**src/hw/rtl/lps_pkg.sv**
```systemverilog
// ----------------------------------------------------------------------------
// lps_pkg
// Shared widths, the line command type and a small helper for the line pixel
// stepper.
// ----------------------------------------------------------------------------
package lps_pkg;

  localparam int COORD_LIMIT = 32;
  localparam int COORD_W     = 5;
  localparam int RW_W        = 6;
  localparam int ADDR_W      = 10;
  localparam int COLOUR_W    = 32;
  localparam int CNT_W       = 6;
  localparam int ERR_W       = 8;
  localparam int PROD_W      = COORD_W + RW_W + 1;
  localparam int QUEUE_DEPTH = 2;
  localparam int QPTR_W      = (QUEUE_DEPTH > 1) ? $clog2(QUEUE_DEPTH) : 1;
  localparam int QFILL_W     = $clog2(QUEUE_DEPTH + 1);

  localparam int APB_ADDR_W  = 3;
  localparam int APB_DATA_W  = 32;

  // register index, taken from paddr[2]
  localparam logic REG_ROW_WIDTH = 1'b0;

  localparam logic [RW_W-1:0] ROW_WIDTH_RESET = RW_W'(32);

  // classified line command as it sits in the queue
  typedef struct packed {
    logic [COORD_W-1:0]      x0;
    logic [COORD_W-1:0]      y0;
    logic [COORD_W-1:0]      dx;
    logic [COORD_W-1:0]      dy;
    logic                    x_neg;
    logic                    y_neg;
    logic signed [ERR_W-1:0] err;
    logic [CNT_W-1:0]        count;
    logic [COLOUR_W-1:0]     colour;
  } lps_cmd_t;

  // queue status toward the front and back
  typedef struct packed {
    logic full;
    logic valid;
  } lps_qstat_t;

  function automatic logic [COORD_W-1:0] clamp_coord(input logic [COORD_W-1:0] v);
    logic [COORD_W-1:0] lim;
    lim = COORD_W'(COORD_LIMIT - 1);
    return (v > lim) ? lim : v;
  endfunction

endpackage

```
**src/hw/rtl/lps_front.sv**
```systemverilog
// ----------------------------------------------------------------------------
// lps_front
// Accepts line commands, bounds the end points and works out deltas,
// directions, the starting error and the pixel count.
// ----------------------------------------------------------------------------
module lps_front (
  input  logic                         in_valid,
  output logic                         in_ready,
  input  logic [lps_pkg::COORD_W-1:0]  start_x,
  input  logic [lps_pkg::COORD_W-1:0]  start_y,
  input  logic [lps_pkg::COORD_W-1:0]  end_x,
  input  logic [lps_pkg::COORD_W-1:0]  end_y,
  input  logic [lps_pkg::COLOUR_W-1:0] colour,
  input  lps_pkg::lps_qstat_t          qstat,
  output logic                         push,
  output lps_pkg::lps_cmd_t            cmd
);

  logic [lps_pkg::COORD_W-1:0] x0, y0, x1, y1;
  logic                        x_up, y_up;

  always_comb begin
    x0   = lps_pkg::clamp_coord(start_x);
    y0   = lps_pkg::clamp_coord(start_y);
    x1   = lps_pkg::clamp_coord(end_x);
    y1   = lps_pkg::clamp_coord(end_y);
    x_up = x1 > x0;
    y_up = y1 > y0;

    cmd.x0     = x0;
    cmd.y0     = y0;
    cmd.dx     = x_up ? (x1 - x0) : (x0 - x1);
    cmd.dy     = y_up ? (y1 - y0) : (y0 - y1);
    cmd.x_neg  = !x_up;
    cmd.y_neg  = !y_up;
    cmd.err    = $signed(lps_pkg::ERR_W'(cmd.dx)) - $signed(lps_pkg::ERR_W'(cmd.dy));
    cmd.count  = lps_pkg::CNT_W'(cmd.dx) + lps_pkg::CNT_W'(cmd.dy) + lps_pkg::CNT_W'(1);
    cmd.colour = colour;
  end

  assign in_ready = !qstat.full;
  assign push     = in_valid && !qstat.full;

endmodule

```
**src/hw/rtl/lps_queue.sv**
```systemverilog
// ----------------------------------------------------------------------------
// lps_queue
// Short command queue between the front and the stepper.
// ----------------------------------------------------------------------------
module lps_queue (
  input  logic              clk,
  input  logic              rst,
  input  logic              push,
  input  lps_pkg::lps_cmd_t push_cmd,
  input  logic              pop,
  output lps_pkg::lps_cmd_t head,
  output lps_pkg::lps_qstat_t qstat
);

  lps_pkg::lps_cmd_t             entries [lps_pkg::QUEUE_DEPTH];
  logic [lps_pkg::QPTR_W-1:0]    wr_ptr, wr_ptr_next;
  logic [lps_pkg::QPTR_W-1:0]    rd_ptr, rd_ptr_next;
  logic [lps_pkg::QFILL_W-1:0]   fill, fill_next;

  always_comb begin
    wr_ptr_next = wr_ptr;
    rd_ptr_next = rd_ptr;
    fill_next   = fill;
    if (push) begin
      wr_ptr_next = (wr_ptr == lps_pkg::QPTR_W'(lps_pkg::QUEUE_DEPTH - 1)) ?
                    '0 : wr_ptr + lps_pkg::QPTR_W'(1);
    end
    if (pop) begin
      rd_ptr_next = (rd_ptr == lps_pkg::QPTR_W'(lps_pkg::QUEUE_DEPTH - 1)) ?
                    '0 : rd_ptr + lps_pkg::QPTR_W'(1);
    end
    if (push && !pop) begin
      fill_next = fill + lps_pkg::QFILL_W'(1);
    end else if (pop && !push) begin
      fill_next = fill - lps_pkg::QFILL_W'(1);
    end
  end

  always_ff @(posedge clk) begin
    if (rst) begin
      wr_ptr <= '0;
      rd_ptr <= '0;
      fill   <= '0;
    end else begin
      wr_ptr <= wr_ptr_next;
      rd_ptr <= rd_ptr_next;
      fill   <= fill_next;
    end
  end

  always_ff @(posedge clk) begin
    if (push) begin
      entries[wr_ptr] <= push_cmd;
    end
  end

  assign head        = entries[rd_ptr];
  assign qstat.full  = fill == lps_pkg::QFILL_W'(lps_pkg::QUEUE_DEPTH);
  assign qstat.valid = fill != '0;

endmodule

```
**src/hw/rtl/lps_back.sv**
```systemverilog
// ----------------------------------------------------------------------------
// lps_back
// Line stepper: walks one command a pixel per cycle, when the output is not stalled, into the output register.
// ----------------------------------------------------------------------------
module lps_back (
  input  logic                         clk,
  input  logic                         rst,
  input  lps_pkg::lps_cmd_t            head,
  input  lps_pkg::lps_qstat_t          qstat,
  output logic                         pop,
  input  logic [lps_pkg::RW_W-1:0]     row_width,
  output logic                         out_valid,
  input  logic                         out_ready,
  output logic [lps_pkg::COORD_W-1:0]  pixel_x,
  output logic [lps_pkg::COORD_W-1:0]  pixel_y,
  output logic [lps_pkg::ADDR_W-1:0]   pixel_address,
  output logic [lps_pkg::COLOUR_W-1:0] pixel_colour,
  output logic                         last_pixel
);

  logic                          busy;
  logic [lps_pkg::COORD_W-1:0]   px, py, px_next, py_next;
  logic [lps_pkg::COORD_W-1:0]   dx, dy;
  logic                          x_neg, y_neg;
  logic signed [lps_pkg::ERR_W-1:0] err, err_next;
  logic [lps_pkg::CNT_W-1:0]     remain;
  logic [lps_pkg::COLOUR_W-1:0]  colour;
  logic                          adv, final_step;
  logic [lps_pkg::PROD_W-1:0]    addr_full;

  assign adv        = busy && (!out_valid || out_ready);
  assign final_step = adv && (remain == lps_pkg::CNT_W'(1));
  assign pop        = qstat.valid && (!busy || final_step);

  // positive error steps in x, otherwise (ties too) in y
  always_comb begin
    px_next  = px;
    py_next  = py;
    err_next = err;
    if (err > 0) begin
      px_next  = x_neg ? px - lps_pkg::COORD_W'(1) : px + lps_pkg::COORD_W'(1);
      err_next = err - $signed(lps_pkg::ERR_W'({dy, 1'b0}));
    end else begin
      py_next  = y_neg ? py - lps_pkg::COORD_W'(1) : py + lps_pkg::COORD_W'(1);
      err_next = err + $signed(lps_pkg::ERR_W'({dx, 1'b0}));
    end
    addr_full = lps_pkg::PROD_W'(py) * lps_pkg::PROD_W'(row_width)
              + lps_pkg::PROD_W'(px);
  end

  always_ff @(posedge clk) begin
    if (rst) begin
      busy      <= 1'b0;
      out_valid <= 1'b0;
    end else begin
      if (pop) begin
        busy <= 1'b1;
      end else if (final_step) begin
        busy <= 1'b0;
      end
      if (adv) begin
        out_valid <= 1'b1;
      end else if (out_ready) begin
        out_valid <= 1'b0;
      end
    end
  end

  always_ff @(posedge clk) begin
    if (pop) begin
      px     <= head.x0;
      py     <= head.y0;
      dx     <= head.dx;
      dy     <= head.dy;
      x_neg  <= head.x_neg;
      y_neg  <= head.y_neg;
      err    <= head.err;
      remain <= head.count;
      colour <= head.colour;
    end else if (adv) begin
      px     <= px_next;
      py     <= py_next;
      err    <= err_next;
      remain <= remain - lps_pkg::CNT_W'(1);
    end
    if (adv) begin
      pixel_x       <= px;
      pixel_y       <= py;
      pixel_address <= addr_full[lps_pkg::ADDR_W-1:0];
      pixel_colour  <= colour;
      last_pixel    <= remain == lps_pkg::CNT_W'(1);
    end
  end

endmodule

```
**src/hw/rtl/line_pixel_stepper_top.sv**
```systemverilog
// ----------------------------------------------------------------------------
// line_pixel_stepper_top
// Four-connected line rasterizer with an APB stride register.
// ----------------------------------------------------------------------------
// A line command of n = 1 + |dx| + |dy| pixels (1 to 63) occupies the stepper
// with one pixel write per cycle when the output is not stalled; the stepper
// is the only multi-cycle part. Commands are classified on entry and wait in a
// two-entry queue, so the next command is taken into the stepper on the cycle
// its predecessor emits its last pixel and lines follow without a gap. The
// first pixel of a command accepted into an empty block passes the queue, the
// stepper registers and the output register. row_width sits at byte address 0
// and should only be written while no line is in flight.
module line_pixel_stepper_top (
  input  logic                            clk,
  input  logic                            rst,
  input  logic                            psel,
  input  logic                            penable,
  input  logic                            pwrite,
  input  logic [lps_pkg::APB_ADDR_W-1:0]  paddr,
  input  logic [lps_pkg::APB_DATA_W-1:0]  pwdata,
  output logic [lps_pkg::APB_DATA_W-1:0]  prdata,
  output logic                            pready,
  input  logic                            in_valid,
  output logic                            in_ready,
  input  logic [lps_pkg::COORD_W-1:0]     start_x,
  input  logic [lps_pkg::COORD_W-1:0]     start_y,
  input  logic [lps_pkg::COORD_W-1:0]     end_x,
  input  logic [lps_pkg::COORD_W-1:0]     end_y,
  input  logic [lps_pkg::COLOUR_W-1:0]    colour,
  output logic                            out_valid,
  input  logic                            out_ready,
  output logic [lps_pkg::COORD_W-1:0]     pixel_x,
  output logic [lps_pkg::COORD_W-1:0]     pixel_y,
  output logic [lps_pkg::ADDR_W-1:0]      pixel_address,
  output logic [lps_pkg::COLOUR_W-1:0]    pixel_colour,
  output logic                            last_pixel
);

  logic [lps_pkg::RW_W-1:0] row_width;
  logic                     push, pop;
  lps_pkg::lps_cmd_t        push_cmd, head;
  lps_pkg::lps_qstat_t      qstat;

  assign pready = 1'b1;

  always_ff @(posedge clk) begin
    if (rst) begin
      row_width <= lps_pkg::ROW_WIDTH_RESET;
    end else if (psel && penable && pwrite && pready &&
                 (paddr[2] == lps_pkg::REG_ROW_WIDTH)) begin
      row_width <= pwdata[lps_pkg::RW_W-1:0];
    end
  end

  always_comb begin
    prdata = '0;
    if (paddr[2] == lps_pkg::REG_ROW_WIDTH) begin
      prdata = lps_pkg::APB_DATA_W'(row_width);
    end
  end

  lps_front u_front (
    .in_valid (in_valid),
    .in_ready (in_ready),
    .start_x  (start_x),
    .start_y  (start_y),
    .end_x    (end_x),
    .end_y    (end_y),
    .colour   (colour),
    .qstat    (qstat),
    .push     (push),
    .cmd      (push_cmd)
  );

  lps_queue u_queue (
    .clk      (clk),
    .rst      (rst),
    .push     (push),
    .push_cmd (push_cmd),
    .pop      (pop),
    .head     (head),
    .qstat    (qstat)
  );

  lps_back u_back (
    .clk           (clk),
    .rst           (rst),
    .head          (head),
    .qstat         (qstat),
    .pop           (pop),
    .row_width     (row_width),
    .out_valid     (out_valid),
    .out_ready     (out_ready),
    .pixel_x       (pixel_x),
    .pixel_y       (pixel_y),
    .pixel_address (pixel_address),
    .pixel_colour  (pixel_colour),
    .last_pixel    (last_pixel)
  );

endmodule

```
**config.mk**
```make
export PLATFORM = sky130hd
export DESIGN_NAME = line_pixel_stepper_top
export DESIGN_NICKNAME = d
export VERILOG_FILES = /design/src/hw/rtl/lps_pkg.sv /design/src/hw/rtl/lps_front.sv /design/src/hw/rtl/lps_queue.sv /design/src/hw/rtl/lps_back.sv /design/src/hw/rtl/line_pixel_stepper_top.sv
export SDC_FILE = /design/constraint.sdc
export NUM_CORES = 1
export LEC_CHECK = 0
export BUFFER_PORTS_ARGS = -buffer_cell sky130_fd_sc_hd__buf_2
export CORE_MARGIN = 2
export CORE_UTILIZATION = 40
export CTS_BUF_LIST = sky130_fd_sc_hd__clkbuf_4 sky130_fd_sc_hd__clkbuf_8
export DETAILED_ROUTE_END_ITERATION = 12
export GPL_TIMING_DRIVEN = 0
export SKIP_LAST_GASP = 1
export SYNTH_ARGS = -nofsm -noshare
export SYNTH_HDL_FRONTEND = slang
export SYNTH_SLANG_ARGS = --single-unit
```
**constraint.sdc**
```tcl
create_clock -name clk -period 3.6 [get_ports clk]
set_input_delay 0.18 -clock clk [delete_from_list [all_inputs] [get_ports clk]]
set_output_delay 0.18 -clock clk [all_outputs]
set_load 0.01 [all_outputs]
```
Word level (Yosys, flattened, before mapping). Memories as Yosys holds them, arrays and structs flattened. A register that Yosys moved wholly into a read port is not among the register bits. Index checks and enable logic that the tools add are counted.

Word-level logic and storage cells: 110. Bits in writable memories: 136. Register bits: 133. Input bits: 94. Output and inout port bits: 88. Memories: 1.

Memory list: u_queue.entries (depth 2, bits a word 68, rd ports 1, clocked after Yosys merged registers in 1, write ports 1, RTL line lps_queue.sv:15) `lps_pkg::lps_cmd_t entries [lps_pkg::QUEUE_DEPTH];`.

Reduce and logical (&&, ||, !) cells: 26. Multiplexer cells: 32. Equality and inequality tests: 3. $add $sub $neg: 19. Bitwise operators: 1. $lt $le $gt $ge: 7. $mul: 1.

Operators with widths (count): $mux 5 (14); $mux 8 (3); $gt 5x5->1 const B (4); $sub 5x5->5 (4); $mux 6 (3); $reduce_bool 2->1 (6); $add 10x5->10 (1); $add 5x1->5 const B (2); $gt 5x5->1 (2); $mul 5x6->10 (1); $mux 1 (10); $sub 5x1->5 const B (2); $logic_and 1x1->1 (9); $add 8x7->8 (1); $gt 8x1->1 const B (1); $sub 8x7->8 (1); $logic_not 1->1 (7); $add 5x5->6 (1); $add 6x1->6 const B (1); $eq 6x1->1 const B (1); $sub 5x5->6 (1); $sub 6x1->6 const B (1); $mux 2 (2); $reduce_and 2->1 (2); other kinds (7) (9).

Depth between registers and ports, before layout. Gate-level depths: netlist (run 1).

Word-level depth: 9. Gate-level depth with buffers: 15. Gate-level depth less buffers: 14.

Modules after synthesis. From an unflattened synthesis (run 1), not the netlist that was laid out.

Cells, all modules: 897. Area total of the unflattened synthesis: 12919.9 um2.

Modules (own cells, without submodules): lps_back (cells each 407, area an instance 5765.5 um2, sequential area each 3673.5 um2, times used 1); lps_queue (cells each 234, area an instance 5205.0 um2, sequential area each 4184.0 um2, times used 1); lps_front (cells each 194, area an instance 1411.4 um2, sequential area each 0.0 um2, times used 1); line_pixel_stepper_top (cells each 62, area an instance 538.0 um2, sequential area each 120.1 um2, times used 1).

Least setup slack after synthesis (run 1). OpenSTA, ideal clock, no wires.

Kind: reg2reg. From: register u_queue.fill[0] (netlist name). To: memory u_queue.entries[0][0] (netlist name), enable pin. Setup slack: -0.358 ns. Data required time: 3.110 ns. Arrival: 3.467 ns. Library setup time: 0.490 ns. Stages on the path, launching flop included: 4. Clock period less this slack: 3.958 ns. Path buffers: 0. Path through: dfxtp_1 -> nand2b_1 -> nand2_1 -> nor2_1.

Cells in the longest elaborated chain, start to end: 5.

Ends and longest elaborated chain: start: declaration (RTL line lps_queue.sv:18) `logic [lps_pkg::QFILL_W-1:0] fill, fill_next;`; start signal: assignment (RTL line lps_queue.sv:47) `fill <= fill_next;`; $eq 2x2->1 (RTL line lps_queue.sv:58) `assign qstat.full = fill == lps_pkg::QFILL_W'(lps_pkg::QUEUE_DEPTH);`; $logic_not 1->1; via in_ready (RTL line line_pixel_stepper_top.sv:24) `output logic in_ready,`; $logic_and 1x1->1 (RTL line lps_front.sv:42) `assign push = in_valid && !qstat.full;`; $mux 1 (RTL line lps_queue.sv:52) `if (push) begin`; $mux 1 (not written as such) (RTL line lps_queue.sv:53) `entries[wr_ptr] <= push_cmd;`; end: declaration (RTL line lps_queue.sv:15).

The timed path passes the listed nets, and every way through them passes these cells.

Worst setup path after layout (run 1).
From: register u_back.py[0] (netlist name). To: register u_back.pixel_address[9] (netlist name), data pin.

Cells in the longest elaborated chain, start to end: 2.

Ends and longest elaborated chain: start: declaration (RTL line lps_back.sv:22) `logic [lps_pkg::COORD_W-1:0] px, py, px_next, py_next;`; start signal: assignment (RTL line lps_back.sv:72) `py <= head.y0;`; start signal: assignment (RTL line lps_back.sv:82) `py <= py_next;`; $mul 5x6->10 (RTL line lps_back.sv:47) `addr_full = lps_pkg::PROD_W'(py) * lps_pkg::PROD_W'(row_width)`; $add 10x5->10 (RTL line lps_back.sv:48) `+ lps_pkg::PROD_W'(px);`; via u_back.addr_full, one bit (RTL line lps_back.sv:29) `logic [lps_pkg::PROD_W-1:0] addr_full;`; end signal: assignment (RTL line lps_back.sv:89) `pixel_address <= addr_full[lps_pkg::ADDR_W-1:0];`; end: declaration (RTL line lps_back.sv:16) `output logic [lps_pkg::ADDR_W-1:0] pixel_address,`.

The timed path passes the listed nets, and every way through them passes these cells. A chain may end at the register's enable or synchronous reset.

==> results.sh, run 1 <==
export IMPL_worstMarginPinSlew_ps=922
export IMPL_diodes=0
export IMPL_initial_core_util_pct=40.8
export IMPL_drv_slew=0
export IMPL_path_clk_slew_ps=60
export IMPL_cp_arrival_ps=3810
export IMPL_critical_path_depth=11
export IMPL_tns_ps=0
export IMPL_nets=1273
export IMPL_core_area_mm2=0.0299
export IMPL_vias=6959
export IMPL_stdcell_area_mm2=0.0150
export IMPL_drive_gt1_share_pct=29.1
export IMPL_clock_path_buffers=3
export IMPL_clkSinkCount=266
export IMPL_port_buffers=124
export IMPL_stdcell_count=1514
export IMPL_cp_num_buf_inv=1
export IMPL_die_height_um=179
export IMPL_finalHoldViolations=0
export IMPL_fin_hold_ws_ps=62.8
export IMPL_slowest_stage="fa_2"
export IMPL_syn_area_per_cell_um2=14.5
export IMPL_io_pins=182
export IMPL_synth_xor_area_share_pct=3.51
export IMPL_setup_slack_ps=70.3
export IMPL_vdd_ir_drop_max_uv=302
export IMPL_netlist_top_cells_area="edfxtp_1 (62%), ha_1 (6.6%), mux2_2 (4.9%)"
export IMPL_netlist_instances=839
export IMPL_die_area_mm2=0.0319
export IMPL_cts_htree_levels=2
export IMPL_worstPathRequired_ps=3880
export IMPL_synth_largest_area_cell="edfxtp_1"
export IMPL_crit_type="reg -> reg"
export IMPL_die_width_um=179
export IMPL_place_area_mm2=0.0135
export IMPL_synthAdderAreaFrac_pct=10.1
export IMPL_grt_pass1_wl_um=36900
export IMPL_ys_seq_area_share_pct=64.4
export IMPL_routed_wl_um=23800
export IMPL_worstSkewPairLatency_ps=550
export IMPL_rsz0062_at_grt="yes"
export IMPL_drt_iter0_markers=367
export IMPL_cp_slowest_stage_delay_ps=590
export IMPL_grt_max_degree=54
export IMPL_synthSimpleGateAreaFrac_pct=4.64
export IMPL_path_max_fanout=5
export IMPL_fin_crit_ps=3530
export IMPL_power_density_mw_per_mm2=771
export IMPL_synth_top_family_by_area="adder cells"
export IMPL_muxShareOfSynthArea_pct=7.02
export IMPL_cts_tree="yes"
export IMPL_cts_inserted_buffers=45
export IMPL_overflow=0
export IMPL_fin_worst_skew_ps=19.0
export IMPL_worstRegToRegCells=11
export IMPL_maxCapViolCount=0
export IMPL_worstPathCellList="buf_4 -> and2_1 -> fa_1 -> ha_4 -> fa_2 -> ha_4 -> a21oi_4 -> nor2b_4 -> o31a_1 -> o41ai_2 -> xnor2_1"
export IMPL_synth_edf_count=253
export IMPL_drc_errors=0
export IMPL_synth_most_common_cell="edfxtp_1"
export IMPL_drt_pass1_iterations=4
export IMPL_clock_root_buffer="clkbuf_8"
export IMPL_synth_commonest_cells="edfxtp_1 (253), inv_1 (75), ha_1 (64)"
export IMPL_synth_warnings=0
export IMPL_ant_nets=0
export IMPL_hold_path_class="in -> reg"
export IMPL_async_flop_share_pct=0
export IMPL_hpwl_um=15800
export IMPL_grt_util_all_layers_pct=15.0
export IMPL_dp_slack_ps=-218
export IMPL_dp_cells=1382
export IMPL_endpoint_kind="flop"
export IMPL_grt_pass1_vias=7117
export IMPL_num_rows=63
export IMPL_synth_cell_types=51
export IMPL_syn_area_mm2=0.0122
export IMPL_crit_family="adder cells"
export IMPL_synth_top_area_share_pct=62.3
export IMPL_outcome="finished clean"
export IMPL_synth_flop_cell="edfxtp_1"
export IMPL_crit_top_cell="ha_4"
export IMPL_viasPerCell=4.60
export IMPL_synth_compound_area_share_pct=5.02
export IMPL_max_slew_margin_pct=38.5
export IMPL_power_leakage_nw=6.02
export IMPL_finalWeightedCongestion=0.813
export IMPL_synth_seq_cells=266
export IMPL_utilization_pct=50.2
export IMPL_antenna_found_initial=0
export IMPL_cp_start_kind="flop"
export IMPL_post_route_period_util_pct=98.0
export IMPL_max_freq_mhz=283
export IMPL_area_delta_synth_final_pct=22.9
export IMPL_worst_hold_path_num_cells=2
export IMPL_finalSetupViolCount=0
export IMPL_wl_per_cell_um=15.7
export IMPL_power_mw=11.6
## area by class of cell
cell class	instances	area, um2
sequential	266	7860
fill	2616	14900
tap	390	488
buffer	64	359
clock inverter	14	75.1
multi-input combinational	458	3920
inverter	76	285
clock buffer	63	761
timing repair buffer	183	1250
## flip-flops by register name (all words and copies together), names as in the netlist, named ones only
| signal | flops |
|---|---|
| u_back.pixel_x | 5 |
| u_back.out_valid | 1 |
| u_back.x_neg | 1 |
| u_back.pixel_y | 5 |
| u_back.y_neg | 1 |
| u_back.last_pixel | 1 |
| u_back.colour | 32 |
| u_back.dy | 5 |
| u_back.px | 5 |
| u_back.remain | 6 |
| row_width | 6 |
| u_back.py | 5 |
| u_queue.wr_ptr | 1 |
| u_queue.entries | 132 |
| u_queue.fill | 2 |
| u_back.dx | 5 |
| u_back.pixel_colour | 32 |
| u_back.pixel_address | 10 |
| u_back.busy | 1 |
| u_queue.rd_ptr | 1 |
| u_back.err | 8 |
## routing by layer
layer  track usage [%]  up-vias  wire, um
li1                  -     3428         -
met2              26.0      145     11600
met3              2.99       31      1220
met1              19.2     3355     10500
met4              4.30        0       430
met5                 0        -         0
## cell usage in the layout (no fill, tap or decap), types with 6 or more instances in the layout
master,Yosys,layout
mux2_2,53,53
buf_4,27,34
xnor2_1,29,29
a21o_1,11,11
nor3_1,6,6
o21bai_1,7,7
clkbuf_4,0,17
dlygate4sd3_1,0,46
nor2b_1,15,14
a211oi_1,7,7
o21ai_0,14,14
edfxtp_1,253,253
and2_1,19,16
nand2_1,30,29
clkbuf_8,0,46
inv_1,75,72
ha_1,64,60
clkinv_2,0,7
clkbuf_1,28,28
xor2_1,18,16
conb_1,2,27
buf_2,7,130
dfxtp_1,13,10
nor2_1,37,36
fa_1,21,19
a21oi_1,46,44
mux2i_1,26,25
## cell families after synthesis
| family | count (synthesis) |
|---|---|
| compound gates | 100 |
| simple gates | 118 |
| xor+xnor | 48 |
| mux | 79 |
| flops | 266 |
| fa+ha+maj | 86 |
| other cells | 2 |
| buf+inv | 140 |
## worst register-to-register path: cells and delay by family, from the launching register on
kind / cells / cell delay (ps)
fa+ha+maj: 4 / 1580
compound gates: 3 / 770
flops: 1 / 410
simple gates: 2 / 230
buf+inv: 1 / 180
xor+xnor: 1 / 100
## final timing paths
kind,startpoint,to,slack [ps]
setup / recovery,u_back.py[0],u_back.pixel_address[9],70
hold reg to reg,u_back.colour[22],u_back.pixel_colour[22],420
hold / removal,start_y[3],u_queue.entries[1][61],60
setup reg to reg,u_back.py[0],u_back.pixel_address[9],70
## what timing repair did
| action | in CTS | in global routing |
|---|---|---|
| gates resized for setup | 3 | 24 |
| buffers inserted | 7 | 2 |
| setup endpoints to repair | 2 | 7 |
| pin swaps | 0 | 15 |
| hold endpoints to repair | 84 | 0 |
| hold buffers | 46 | 0 |
## where the power goes
group | internal [mW] | switching [mW] | leakage, nW
clock | 1.36 | 1.17 | 0.452
sequential | 4.79 | 0.335 | 2.48
combinational | 1.65 | 2.26 | 3.09
Note: power is estimated with default switching activity, not from simulation.
==> run 2: changes to the inputs <==
Settings changed: BUFFER_PORTS_ARGS -buffer_cell sky130_fd_sc_hd__buf_2 to -buffer_cell sky130_fd_sc_hd__clkbuf_2, SYNTH_HIERARCHICAL set to 1.
Clock period 3.6 ns to 4.5 ns, I/O delays scaled along.
==> run 2 against run 1 <==
Against the previous run:
- core utilization shrank 1.6 points
- via count grew 0.88%
- sequential power shrank 18%
- sequential cell count grew 4
- synthesized cell count grew 6.9%
- count of clock-buffer cells in the layout grew 5
- critical path depth grew 2
- design area grew 2.7%
- setup slack gained 440 ps
- combinational power shrank 16%
- fmax shrank 11%
- critical path type unchanged
==> results.sh, run 2 <==
export IMPL_power_mw=9.69
export IMPL_top_register="u_queue/entries"
export IMPL_synth_commonest_cells="edfxtp_1 (257), inv_1 (77), buf_4 (62)"
export IMPL_cts_setup_buffers=0
export IMPL_diodes=0
export IMPL_final_common_cell="edfxtp_1"
export IMPL_wl_met3_um=1310
export IMPL_max_slew_margin_pct=44.0
export IMPL_synth_seq_cells=270
export IMPL_place_area_mm2=0.0141
export IMPL_cts_htree_levels=2
export IMPL_fin_crit_ps=3990
export IMPL_io_pins=182
export IMPL_multi_input_area_mm2=0.00407
export IMPL_final_cell_mix="edfxtp_1 (257), clkbuf_2 (92), inv_1 (76)"
export IMPL_post_route_period_util_pct=88.6
export IMPL_power_leakage_nw=6.20
export IMPL_die_width_um=184
export IMPL_cts_inserted_buffers=47
export IMPL_drc_errors=0
export IMPL_area_delta_synth_final_pct=19.2
export IMPL_cp_slowest_stage_delay_ps=590
export IMPL_clkSinkCount=270
export IMPL_viasPerCell=4.55
export IMPL_synth_top_area_share_pct=59.7
export IMPL_worstSkewPairLatency_ps=560
export IMPL_path_clk_slew_ps=60
export IMPL_drive_gt1_share_pct=30.1
export IMPL_port_buffers=92
export IMPL_routed_top_layer="met4"
export IMPL_initial_core_util_pct=40.7
export IMPL_drt_iter0_markers=347
export IMPL_die_height_um=184
export IMPL_syn_area_mm2=0.0129
export IMPL_netlist_instances=897
export IMPL_outcome="finished clean"
export IMPL_vias=7020
export IMPL_fill_cells=2772
export IMPL_met2_length_um=11000
export IMPL_cp_num_buf_inv=3
export IMPL_synth_warnings=6
export IMPL_path_max_fanout=9
export IMPL_drv_slew=0
export IMPL_fin_hold_ws_ps=29.4
export IMPL_grt_max_degree=56
export IMPL_largestRegisters="u_queue/entries: 136 flops, u_back/colour: 32 flops, u_back/pixel_colour: 32 flops"
export IMPL_finalSetupViolCount=0
export IMPL_cts_tree="yes"
export IMPL_max_freq_mhz=251
export IMPL_endpoint_kind="flop"
export IMPL_overflow=0
export IMPL_num_rows=65
export IMPL_worstMarginPinSlew_ps=840
export IMPL_crit_type="reg -> reg"
export IMPL_cp_start_kind="flop"
export IMPL_cts_resized=0
export IMPL_fin_worst_skew_ps=23.2
export IMPL_seq_area_mm2=0.00798
export IMPL_cp_arrival_ps=4300
export IMPL_grt_util_all_layers_pct=14.3
export IMPL_ant_nets=0
export IMPL_synth_largest_area_cell="edfxtp_1"
export IMPL_core_area_mm2=0.0317
export IMPL_synth_most_common_cell="edfxtp_1"
export IMPL_ys_seq_area_share_pct=61.7
export IMPL_netlist_top_cells_area="edfxtp_1 (60%), ha_1 (5.9%), mux2_2 (4.7%)"
export IMPL_vdd_ir_drop_max_uv=286
export IMPL_die_area_mm2=0.0338
export IMPL_finalHoldViolations=0
export IMPL_wl_met1_um=10900
export IMPL_async_flop_share_pct=0
export IMPL_largest_reg_flops=136
export IMPL_hpwl_um=16400
export IMPL_rsz0062_at_grt="no"
export IMPL_stdcell_count=1543
export IMPL_worstPathCellList="clkbuf_1 -> nand2_1 -> fa_1 -> inv_1 -> ha_1 -> fa_1 -> inv_1 -> fa_1 -> nor2b_1 -> o21ai_0 -> a21boi_0 -> nor4_1 -> a311o_1"
export IMPL_worstPathRequired_ps=4810
export IMPL_maxCapViolCount=0
export IMPL_nets=1285
export IMPL_grt_pass1_vias=7231
export IMPL_grt_pass1_wl_um=37600
export IMPL_hold_path_class="in -> reg"
export IMPL_synth_edf_count=257
export IMPL_crit_top_cell="fa_1"
export IMPL_synth_flop_cell="edfxtp_1"
export IMPL_dp_cells=1420
export IMPL_hold_buffers=42
export IMPL_finalWeightedCongestion=0.786
export IMPL_slowest_stage="fa_1"
export IMPL_clock_root_buffer="clkbuf_8"
export IMPL_stdcell_area_mm2=0.0154
export IMPL_clock_path_buffers=3
export IMPL_drt_pass1_iterations=4
export IMPL_crit_family="adder cells"
export IMPL_syn_area_per_cell_um2=14.4
export IMPL_power_density_mw_per_mm2=629
export IMPL_antenna_found_initial=0
export IMPL_synth_cell_types=59
export IMPL_wl_per_cell_um=15.4
export IMPL_routed_wl_um=23800
## run 2: cell count changes in the layout (fill, tap and decap cells not counted), sizes merged, moves of 6 or more
| cell | previous run | this run |
|---|---|---|
| nand2 | 30 | 36 |
| nand2b | 2 | 14 |
| nor2b | 15 | 7 |
| a21oi | 46 | 34 |
| mux2i | 26 | 12 |
| buf | 171 | 80 |
| and2b | 0 | 7 |
| mux2 | 53 | 75 |
| clkbuf | 92 | 182 |
## run 2: per-layer routing
metal  track usage [%]  vias up
met4              4.74        0
met5                 0        -
met1              19.1     3323
met3              3.07       41
met2              23.2      164
li1                  -     3492
## run 2: path summary, 6_finish.rpt
path | cells past startpoint | slack, ps | from | to
worst max-delay path | 13 | 510 | u_back/py[0] | u_back/pixel_address[8]
worst min-delay path | 2 | 30 | start_x[2] | u_queue/entries[0][65]
worst max register to register | 13 | 510 | u_back/py[0] | u_back/pixel_address[8]
worst min register to register | 0 | 410 | u_back/colour[0] | u_back/pixel_colour[0]
## run 2: cell families after synthesis
logic type	count (synthesis)	share of synthesized area, %
buffers and inverters	177	7.52
AO/OA/AOI/OAI	91	4.69
XOR/XNOR	47	3.19
other	2	0.0581
flip-flops	270	61.7
multiplexers	87	8.11
adder cells (fa/ha/maj)	83	9.24
AND/OR/NAND/NOR	140	5.45
## run 2: through the flow
stage	setup slack (ps)	setup TNS (ps)	utilization, %
finish	512	0	48.6
global route	217	0	48.6
CTS	473	0	48.6
detailed placement	465	0	44.4
global placement	-2070	-140320	44.1
floorplan	280	0	-
## run 2: cell type report
class	count	area share (%)
clock inverters	13	0.650
flip-flops and latches	270	51.8
repair buffers	138	6.24
plain buffers	98	4.39
clock buffers	68	5.30
inverters	79	1.92
well taps	402	3.27
multi-input cells	475	26.4
## run 2: report_power, final
part	total (mW)	internal (mW)	switching, mW
sequential	4.22	3.90	0.317
clock	2.19	1.22	0.962
combinational	3.28	1.48	1.80
## run 2: worst register-to-register path: cells and delay by family, from the launching register on
kind	cells	cell delay (ps)
buffers and inverters	3	440
adders and majority gates	4	1840
DFF	1	340
and+or+nand+nor	3	330
AOI/OAI and AO/OA	3	790
